**config.mk**
```make
export PLATFORM = sky130hd
export DESIGN_NAME = velocity_command_shaper
export DESIGN_NICKNAME = d
export VERILOG_FILES = /design/src/vcs_pkg.sv /design/src/vcs_lane.sv /design/src/velocity_command_shaper.sv
export SDC_FILE = /design/constraint.sdc
export NUM_CORES = 2
export LEC_CHECK = 0
export ABC_CLOCK_PERIOD_IN_PS = 12700
export BUFFER_PORTS_ARGS = -buffer_cell sky130_fd_sc_hd__buf_2
export CORE_ASPECT_RATIO = 1.2
export CORE_MARGIN = 4
export CORE_UTILIZATION = 65
export DETAILED_ROUTE_END_ITERATION = 10
export PLACE_DENSITY = 0.83
export SETUP_SLACK_MARGIN = 0.15
export SYNTH_ARGS = -nofsm -noshare
export SYNTH_HDL_FRONTEND = slang
export SYNTH_HIERARCHICAL = 1
export SYNTH_SLANG_ARGS = --single-unit
```
**constraint.sdc**
```tcl
create_clock -name clk -period 12.7 [get_ports clk]
set_input_delay 0.635 -clock clk [delete_from_list [all_inputs] [get_ports clk]]
set_output_delay 0.635 -clock clk [all_outputs]
set_load 0.05 [all_outputs]
```
**src/vcs_pkg.sv**
```systemverilog
// Shared types, constants and helpers for the velocity command shaper.
// No dependencies; used by vcs_lane and velocity_command_shaper.

package vcs_pkg;

  // fixed point format: signed Q5.10
  localparam int unsigned Q_SHIFT   = 10;
  localparam int unsigned DATA_W    = 16;
  localparam int unsigned ALPHA_W   = 11;
  // serial multiplier: 16 multiplier bits, accumulator wide enough for a 17-bit multiplicand
  localparam int unsigned MUL_STEPS = 16;
  localparam int unsigned ACC_W     = 18;
  localparam int unsigned CNT_W     = $clog2(MUL_STEPS);

  localparam logic [ALPHA_W-1:0] Q_ONE = 11'd1024;

  // shaping thresholds in LSB
  localparam logic [16:0]        DEAD_BAND  = 17'd10;
  localparam logic [16:0]        MOVE_BAND  = 17'd1;
  localparam logic signed [15:0] SPIN_SPEED = 16'sd154;

  // configuration register indexes
  localparam logic [2:0] REG_FILTER_ALPHA   = 3'd0;
  localparam logic [2:0] REG_AXIS_GAINS     = 3'd1;
  localparam logic [2:0] REG_AXIS_MAX       = 3'd2;
  localparam logic [2:0] REG_AXIS_MIN       = 3'd3;
  localparam logic [2:0] REG_AXIS_SLEW      = 3'd4;
  localparam logic [2:0] REG_YAW_FF         = 3'd5;

  // configuration reset values
  localparam logic [10:0]        RST_FILTER_ALPHA = 11'd819;
  localparam logic [31:0]        RST_AXIS_GAINS   = 32'd26872320;
  localparam logic [31:0]        RST_AXIS_MAX     = 32'd53676032;
  localparam logic [31:0]        RST_AXIS_MIN     = 32'd6684979;
  localparam logic [31:0]        RST_AXIS_SLEW    = 32'd2031698;
  localparam logic signed [15:0] RST_YAW_FF       = 16'sd0;

  // input request
  typedef struct packed {
    logic              command;
    logic signed [15:0] linear_x;
    logic signed [15:0] angular_z;
  } vcs_in_t;

  // result request
  typedef struct packed {
    logic signed [15:0] setpoint_x;
    logic signed [15:0] setpoint_y;
  } vcs_out_t;

  // sequencer controls for one axis lane
  typedef struct packed {
    logic load;   // start low-pass multiply
    logic step;   // one multiplier bit
    logic mid;    // commit filter, start gain multiply
    logic fin;    // clamp and register scaled value
  } vcs_lane_ctrl_t;

  // saturate to signed 16 bits
  function automatic logic signed [15:0] sat16(input logic signed [31:0] v);
    logic signed [15:0] r;
    if (v > 32'sd32767) begin
      r = 16'sh7fff;
    end else if (v < -32'sd32768) begin
      r = 16'sh8000;
    end else begin
      r = v[15:0];
    end
    return r;
  endfunction

endpackage

```
**src/vcs_lane.sv**
```systemverilog
// One axis of the shaper: low-pass filter and gain scaling through a
// bit-serial shift-add multiplier, then clamp. Depends on vcs_pkg.

module vcs_lane (
  input  logic                   clk,
  input  logic                   rst_n,
  input  vcs_pkg::vcs_lane_ctrl_t ctrl,
  input  logic signed [15:0]     sample,
  input  logic [10:0]            alpha,
  input  logic [15:0]            gain,
  input  logic [15:0]            limit,
  output logic signed [15:0]     scaled
);

  localparam int unsigned AW = vcs_pkg::ACC_W;
  localparam int unsigned MW = vcs_pkg::MUL_STEPS;
  localparam int unsigned QW = AW + MW - vcs_pkg::Q_SHIFT;

  logic signed [AW-1:0] hi_r, hi_nxt, mcand_r, sum;
  logic [MW-1:0]        lo_r, lo_nxt;
  logic signed [15:0]   filt_r, scaled_r, filt_new, scaled_nxt;
  logic signed [QW-1:0] q, lim_pos, lim_neg, clamped;
  logic signed [AW-1:0] diff;

  // one multiplier bit: add multiplicand, shift pair right
  always_comb begin
    sum    = hi_r + (lo_r[0] ? mcand_r : '0);
    hi_nxt = {sum[AW-1], sum[AW-1:1]};
    lo_nxt = {sum[0], lo_r[MW-1:1]};
  end

  // product shifted down by the Q fraction (floor)
  assign q = {hi_r, lo_r[MW-1:vcs_pkg::Q_SHIFT]};

  // filter update: prev + floor(alpha * (sample - prev) / 1024)
  assign diff     = {{(AW-16){sample[15]}}, sample} - {{(AW-16){filt_r[15]}}, filt_r};
  assign filt_new = vcs_pkg::sat16({{(32-QW){q[QW-1]}}, q} +
                                   {{16{filt_r[15]}}, filt_r});

  // clamp scaled value to plus or minus the limit
  always_comb begin
    lim_pos = {{(QW-16){1'b0}}, limit};
    lim_neg = -lim_pos;
    if (q > lim_pos) begin
      clamped = lim_pos;
    end else if (q < lim_neg) begin
      clamped = lim_neg;
    end else begin
      clamped = q;
    end
    scaled_nxt = vcs_pkg::sat16({{(32-QW){clamped[QW-1]}}, clamped});
  end

  // filter state and result
  always_ff @(posedge clk) begin
    if (!rst_n) begin
      filt_r   <= '0;
      scaled_r <= '0;
    end else begin
      if (ctrl.mid) filt_r <= filt_new;
      if (ctrl.fin) scaled_r <= scaled_nxt;
    end
  end

  // multiplier datapath
  always_ff @(posedge clk) begin
    if (ctrl.load) begin
      hi_r    <= '0;
      lo_r    <= {{(MW-11){1'b0}}, alpha};
      mcand_r <= diff;
    end else if (ctrl.mid) begin
      hi_r    <= '0;
      lo_r    <= gain;
      mcand_r <= {{(AW-16){filt_new[15]}}, filt_new};
    end else if (ctrl.step) begin
      hi_r <= hi_nxt;
      lo_r <= lo_nxt;
    end
  end

  assign scaled = scaled_r;

endmodule

```
**src/velocity_command_shaper.sv**
```systemverilog
// Top level of the two-axis velocity command shaper.
// Depends on vcs_pkg and vcs_lane.

// A velocity request (command 0) keeps the block busy: each axis runs two
// 16-step bit-serial multiplies (low-pass weight, then gain) in its own lane,
// both lanes side by side, with loading at acceptance, filter commit between
// the multiplies, then clamp and target shaping. A tick request (command 1) is
// taken when idle and its setpoints appear in the output register on the next
// cycle; a tick waits while a velocity request runs or an earlier result is
// still held and not taken. Velocity requests produce no result. Configuration
// writes are always ready and must be issued only while the block is idle.

module velocity_command_shaper (
  input  logic             clk,
  input  logic             rst_n,
  input  logic             in_valid,
  output logic             in_ready,
  input  vcs_pkg::vcs_in_t in_data,
  output logic             out_valid,
  input  logic             out_ready,
  output vcs_pkg::vcs_out_t out_data,
  input  logic             cfg_valid,
  output logic             cfg_ready,
  input  logic [2:0]       cfg_index,
  input  logic [31:0]      cfg_data
);

  localparam logic [2:0] ST_IDLE = 3'd0;
  localparam logic [2:0] ST_MUL1 = 3'd1;
  localparam logic [2:0] ST_MID  = 3'd2;
  localparam logic [2:0] ST_MUL2 = 3'd3;
  localparam logic [2:0] ST_FIN  = 3'd4;
  localparam logic [2:0] ST_POST = 3'd5;

  localparam int unsigned CW = vcs_pkg::CNT_W;
  localparam logic [CW-1:0] STEP_LAST = CW'(vcs_pkg::MUL_STEPS - 1);

  logic [2:0]    state_r, state_nxt;
  logic [CW-1:0] cnt_r, cnt_nxt;

  logic [10:0]        alpha_r;
  logic [31:0]        gains_r, max_r, min_r, slew_r;
  logic signed [15:0] ff_r;

  logic signed [15:0] tgt_x_r, tgt_y_r, out_x_r, out_y_r;
  logic               out_valid_r;

  logic               in_acc, vel_acc, tick_acc;
  logic [10:0]        alpha_eff;
  logic signed [15:0] neg_z, rx, ry;
  logic signed [15:0] spin_x, tx_nxt, ty_min, ty_nxt;
  vcs_pkg::vcs_lane_ctrl_t ctrl;

  // absolute value, one bit wider
  function automatic logic [16:0] abs17(input logic signed [15:0] v);
    logic signed [16:0] e;
    e = {v[15], v};
    return e[16] ? 17'(-e) : 17'(e);
  endfunction

  // dead band and minimum starting speed
  function automatic logic signed [15:0] min_start(input logic signed [15:0] v,
                                                   input logic [15:0] minv);
    logic [16:0]        m;
    logic signed [31:0] mv;
    logic signed [15:0] r;
    m  = abs17(v);
    mv = {16'd0, minv};
    if (m < vcs_pkg::DEAD_BAND) begin
      r = '0;
    end else if (m < {1'b0, minv}) begin
      r = (v > 16'sd0) ? vcs_pkg::sat16(mv) : vcs_pkg::sat16(-mv);
    end else begin
      r = v;
    end
    return r;
  endfunction

  // move current toward target by at most step
  function automatic logic signed [15:0] slew(input logic signed [15:0] cur,
                                              input logic signed [15:0] tgt,
                                              input logic [15:0] step);
    logic signed [17:0] c, t, s, n;
    c = {{2{cur[15]}}, cur};
    t = {{2{tgt[15]}}, tgt};
    s = {2'b00, step};
    if (c < t) begin
      n = c + s;
      if (n > t) n = t;
    end else if (c > t) begin
      n = c - s;
      if (n < t) n = t;
    end else begin
      n = c;
    end
    return n[15:0];
  endfunction

  // handshakes
  assign cfg_ready = 1'b1;
  assign in_ready  = (state_r == ST_IDLE) &&
                     (!in_data.command || !out_valid_r || out_ready);
  assign in_acc    = in_valid && in_ready;
  assign vel_acc   = in_acc && !in_data.command;
  assign tick_acc  = in_acc && in_data.command;

  // configuration registers
  always_ff @(posedge clk) begin
    if (!rst_n) begin
      alpha_r <= vcs_pkg::RST_FILTER_ALPHA;
      gains_r <= vcs_pkg::RST_AXIS_GAINS;
      max_r   <= vcs_pkg::RST_AXIS_MAX;
      min_r   <= vcs_pkg::RST_AXIS_MIN;
      slew_r  <= vcs_pkg::RST_AXIS_SLEW;
      ff_r    <= vcs_pkg::RST_YAW_FF;
    end else if (cfg_valid && cfg_ready) begin
      unique case (cfg_index)
        vcs_pkg::REG_FILTER_ALPHA: alpha_r <= cfg_data[10:0];
        vcs_pkg::REG_AXIS_GAINS:   gains_r <= cfg_data;
        vcs_pkg::REG_AXIS_MAX:     max_r   <= cfg_data;
        vcs_pkg::REG_AXIS_MIN:     min_r   <= cfg_data;
        vcs_pkg::REG_AXIS_SLEW:    slew_r  <= cfg_data;
        vcs_pkg::REG_YAW_FF:       ff_r    <= cfg_data[15:0];
        default: ;
      endcase
    end
  end

  // input conditioning
  assign alpha_eff = (alpha_r > vcs_pkg::Q_ONE) ? vcs_pkg::Q_ONE : alpha_r;
  assign neg_z     = (in_data.angular_z == 16'sh8000) ? 16'sh7fff : -in_data.angular_z;

  // sequencer
  always_comb begin
    state_nxt = state_r;
    cnt_nxt   = cnt_r;
    unique case (state_r)
      ST_IDLE: begin
        cnt_nxt = '0;
        if (vel_acc) state_nxt = ST_MUL1;
      end
      ST_MUL1: begin
        cnt_nxt = cnt_r + 1'b1;
        if (cnt_r == STEP_LAST) state_nxt = ST_MID;
      end
      ST_MID: begin
        cnt_nxt   = '0;
        state_nxt = ST_MUL2;
      end
      ST_MUL2: begin
        cnt_nxt = cnt_r + 1'b1;
        if (cnt_r == STEP_LAST) state_nxt = ST_FIN;
      end
      ST_FIN:  state_nxt = ST_POST;
      ST_POST: state_nxt = ST_IDLE;
      default: state_nxt = ST_IDLE;
    endcase
  end

  always_ff @(posedge clk) begin
    if (!rst_n) begin
      state_r <= ST_IDLE;
      cnt_r   <= '0;
    end else begin
      state_r <= state_nxt;
      cnt_r   <= cnt_nxt;
    end
  end

  assign ctrl.load = vel_acc;
  assign ctrl.step = (state_r == ST_MUL1) || (state_r == ST_MUL2);
  assign ctrl.mid  = (state_r == ST_MID);
  assign ctrl.fin  = (state_r == ST_FIN);

  // axis lanes
  vcs_lane u_lane_x (
    .clk    (clk),
    .rst_n  (rst_n),
    .ctrl   (ctrl),
    .sample (in_data.linear_x),
    .alpha  (alpha_eff),
    .gain   (gains_r[15:0]),
    .limit  (max_r[15:0]),
    .scaled (rx)
  );

  vcs_lane u_lane_y (
    .clk    (clk),
    .rst_n  (rst_n),
    .ctrl   (ctrl),
    .sample (neg_z),
    .alpha  (alpha_eff),
    .gain   (gains_r[31:16]),
    .limit  (max_r[31:16]),
    .scaled (ry)
  );

  // spin protection, minimum speed, yaw feedforward
  always_comb begin
    spin_x = ((abs17(ry) > vcs_pkg::DEAD_BAND) && (abs17(rx) < vcs_pkg::DEAD_BAND)) ?
             vcs_pkg::SPIN_SPEED : rx;
    tx_nxt = min_start(spin_x, min_r[15:0]);
    ty_min = min_start(ry, min_r[31:16]);
    if ((abs17(tx_nxt) > vcs_pkg::MOVE_BAND) || (abs17(ty_min) > vcs_pkg::MOVE_BAND)) begin
      ty_nxt = vcs_pkg::sat16({{16{ty_min[15]}}, ty_min} + {{16{ff_r[15]}}, ff_r});
    end else begin
      ty_nxt = ty_min;
    end
  end

  // targets, slewed outputs and result register
  always_ff @(posedge clk) begin
    if (!rst_n) begin
      tgt_x_r     <= '0;
      tgt_y_r     <= '0;
      out_x_r     <= '0;
      out_y_r     <= '0;
      out_valid_r <= 1'b0;
    end else begin
      if (state_r == ST_POST) begin
        tgt_x_r <= tx_nxt;
        tgt_y_r <= ty_nxt;
      end
      if (tick_acc) begin
        out_x_r     <= slew(out_x_r, tgt_x_r, slew_r[15:0]);
        out_y_r     <= slew(out_y_r, tgt_y_r, slew_r[31:16]);
        out_valid_r <= 1'b1;
      end else if (out_ready) begin
        out_valid_r <= 1'b0;
      end
    end
  end

  assign out_valid           = out_valid_r;
  assign out_data.setpoint_x = out_x_r;
  assign out_data.setpoint_y = out_y_r;

  // checks
  a_busy_not_ready: assert property (@(posedge clk) disable iff (!rst_n)
    (state_r != ST_IDLE) |-> !in_ready)
    else $error("request accepted while shaping is in progress");

  a_vel_starts: assert property (@(posedge clk) disable iff (!rst_n)
    vel_acc |=> (state_r == ST_MUL1) && (cnt_r == '0))
    else $error("velocity request did not start the multiply sequence");

  a_tick_result: assert property (@(posedge clk) disable iff (!rst_n)
    tick_acc |=> out_valid_r)
    else $error("tick request produced no result");

  a_result_from_tick: assert property (@(posedge clk) disable iff (!rst_n)
    $rose(out_valid_r) |-> $past(tick_acc))
    else $error("result appeared without a tick request");

  a_targets_idle: assert property (@(posedge clk) disable iff (!rst_n)
    (state_r == ST_IDLE) && !$past(state_r == ST_POST) |-> $stable(tgt_x_r) && $stable(tgt_y_r))
    else $error("targets changed outside target shaping");

endmodule

```
==> results.toml <==
[status]
status = "finished, final reports clean"

[sta]
relSlewSlack = 0.189
period_share = 0.764
tightest_slew_ps = 1210
max_freq_ghz = 0.103
finalCriticalPeriod_ps = 9710
hold_viol = 0
setup_viol = 0
fin_skew_ps = 31.1
fin_setup_tns_ps = 0
slew_viol_final = 0
grt_setup_unrepaired = "false"
holdWs_ps = 337

[finish]
regArea_mm2 = 0.00839
layout-drive-gt1-share = 0.0698
finalNetCount = 5134
nFillCells = 4527
multiInputGateArea_mm2 = 0.0253
syn_to_final_growth_pct = 6.48

[critical_path]
max_stage_delay_ps = 660
cp_data_arrival_time_ps = 10130
crit_fanout = 14
crit_path_frequent_cell = "nor2_1"
setup.worst_path.class = "reg -> reg"
end_kind = "flop"
cp-start-kind = "flop"
slowest_stage = "or4_4"
critPathRequiredTime_ps = 13130

[routing]
viasPerCell = 6.47
route.detailed.drc = 0
firstDrtPassIters = 8
ant_nets = 0
post_drt_wl_per_cell_um = 19.7
routed_wl_um = 106000
num_vias = 34800
first_iter_violations = 2661

[floorplanning]
die_area_mm2 = 0.0588
core_area_mm2 = 0.0541
io_pins = 108
rows = 93
initial_core_util = 0.661
dieHeight_um = 265
die_w_um = 222

[clock_network]
clkTransAtPathRegs_ps = 60
htreeDepth = 2
postCtsHoldBufs = 0
ctsLongestPathBuffers = 3
clk-insertion-delay-late_ps = 600
cts.repair.resized = 0
cts_buffers = 44
clkSinkCount = 391
post_cts_buffers = 0
tritoncts = "yes"
cts_root_buf = "clkbuf_16"

[place]
gp_congestion = 1.01
io_buffer_count = 106
place_hpwl_um = 80200

[synthesis]
ys.warnings.count = 6
synth-edff-count = 56
async_flop_share = 0
synthDistinctLibCells = 120
syn_area_per_cell_um2 = 7.65
syn-instance-count = 4673
synth_flop_cell = "dfxtp_1"
synth_nets = 5174
synth.cell_area_mm2 = 0.0357
ys_seq_elements = 391
yosysSeqAreaShare = 0.235

[global_routing]
grt_usage = 0.343
grt_antenna_before_repair = 4
grt_first_pass_wirelength_um = 170000
grt_max_degree = 63
grt_overflow = 0
grt_pass1_vias = 33400

[pwr]
power.density_mw_per_mm2 = 154
ir_worst_vdd_uv = 161
leakage_nw = 16.1

[hold_path]
hold_path_class = "in -> reg"

[flow_run]
cap_violations = 0
placed cells by master (no fill, tap or decap), types with 19 or more instances in the layout:
| cell type | synthesis | routed |
|---|---|---|
| buf_2 | 11 | 105 |
| inv_1 | 317 | 317 |
| o22ai_1 | 19 | 19 |
| ha_1 | 417 | 417 |
| nand2_1 | 617 | 617 |
| o211ai_1 | 86 | 86 |
| o31ai_1 | 35 | 34 |
| nand3_1 | 106 | 106 |
| or3_1 | 31 | 31 |
| a21oi_1 | 417 | 417 |
| o21a_1 | 78 | 78 |
| and3_1 | 40 | 40 |
| o21bai_1 | 31 | 31 |
| a41oi_1 | 19 | 19 |
| a221oi_1 | 23 | 23 |
| nor2_1 | 300 | 297 |
| nand4_1 | 51 | 51 |
| xor2_1 | 45 | 45 |
| mux2i_1 | 87 | 87 |
| o21ai_0 | 271 | 271 |
| nor2b_1 | 73 | 72 |
| a21o_1 | 84 | 84 |
| edfxtp_1 | 56 | 56 |
| buf_4 | 3 | 40 |
| a31oi_1 | 47 | 45 |
| nand2b_1 | 47 | 47 |
| or2_2 | 29 | 29 |
| and2_1 | 58 | 59 |
| xnor2_1 | 161 | 161 |
| nor4_1 | 42 | 42 |
| a211oi_1 | 51 | 51 |
| dfxtp_1 | 335 | 335 |
| clkbuf_16 | 0 | 46 |
| nor3_1 | 93 | 93 |
power breakdown:
| group | leakage, nW | internal [mW] | switching (mW) |
|---|---|---|---|
| clock | 0.732 | 0.778 | 0.562 |
| combinational | 12.2 | 1.14 | 1.83 |
| sequential | 3.25 | 1.39 | 0.184 |
sequential cells by signal (all words and copies together) (netlist names), 17 cells and up:
name	cells
u_lane_x/hi_r	17
gains_r	32
max_r	32
u_lane_x/mcand_r	17
slew_r	32
u_lane_y/mcand_r	17
min_r	32
u_lane_y/hi_r	17
path summary, 6_finish.rpt:
kind                      startpoint          end  slack [ps]  cells after the start
setup / recovery  u_lane_y/scaled[5]  tgt_y_r[12]        2990                     33
hold / removal             out_ready    out_valid         340                      4
setup reg to reg  u_lane_y/scaled[5]  tgt_y_r[12]        2990                     33
hold reg to reg           alpha_r[2]   alpha_r[2]         460                      2
worst max-delay path: cells and delay by family, from the launching register on:
kind                       cells  cell delay (ps)
and+or+nand+nor               13             4300
AOI/OAI and AO/OA             12             3210
adders and majority gates      3              790
xor gates and xnor gates       2              460
DFF                            1              420
buffers and inverters          3              350
cells in the mapped netlist (all sizes together) (12+ instances only):
cell,instances,area share
a2111oi,14,0.0043
a211o,16,0.0040
a211oi,53,0.012
a21boi,20,0.0042
a21o,85,0.018
a21oi,417,0.058
a221o,12,0.0034
a221oi,25,0.0065
a22oi,13,0.0027
a31oi,47,0.0082
a41oi,21,0.0062
and2,63,0.011
and3,41,0.0073
and4,14,0.0035
buf,36,0.0062
clkbuf,195,0.021
dfxtp,335,0.19
edfxtp,56,0.047
ha,417,0.15
inv,318,0.033
mux2i,88,0.025
nand2,617,0.065
nand2b,47,0.0082
nand3,106,0.015
nand4,52,0.0093
nor2,302,0.032
nor2b,74,0.013
nor3,99,0.015
nor4,43,0.0077
o211ai,86,0.018
o21a,78,0.016
o21ai,284,0.040
o21bai,31,0.0065
o221ai,13,0.0032
o22ai,19,0.0033
o311ai,19,0.0051
o31a,18,0.0044
o31ai,36,0.0079
o41ai,15,0.0043
or2,32,0.0056
or3,31,0.0054
or4,17,0.0038
xnor2,161,0.039
xor2,45,0.011
routing by layer:
layer | vias to the layer above | part of all wire | GRT usage
li1 | 16900 | - | -
met1 | 16300 | 0.40 | 0.406
met2 | 1339 | 0.48 | 0.601
met3 | 373 | 0.070 | 0.0522
met4 | 4 | 0.059 | 0.183
met5 | - | 0.00025 | 0
per-stage QoR:
stage | total power, mW | utilization | setup slack, ps | instance area, um2 | std cells
6_report | 5.88 | 0.703 | 2990 | 38100 | 5382
2_1_floorplan | 3.73 | - | 4790 | 35700 | 4673
3_5_place_dp | 4.49 | 0.676 | 3110 | 36600 | 5299
3_3_place_gp | 4.43 | 0.676 | 3330 | 36600 | 5299
5_1_grt | 6.26 | 0.703 | 2250 | 38100 | 5381
4_1_cts | 5.84 | 0.703 | 3060 | 38100 | 5380
cell families (layout without fill, tap and decap cells):
logic type	count (synthesis)	in the layout	synth area share
other	1	3	0.000105
AO/OA/AOI/OAI	1417	1417	0.262
buffers and inverters	550	545	0.0602
XOR/XNOR	206	206	0.0505
multiplexers	99	99	0.0282
flip-flops	391	391	0.235
AND/OR/NAND/NOR	1581	1581	0.213
adder cells (fa/ha/maj)	428	428	0.152
area by class of cell:
type,instances,share of cell area
well taps,712,0.0234
clock inverters,29,0.00802
clock buffers,52,0.0314
inverters,319,0.0315
diodes,2,0.000132
repair buffers,145,0.0217
flip-flops and latches,391,0.220
multi-input cells,3732,0.663
(Power assumes the default switching activity.)
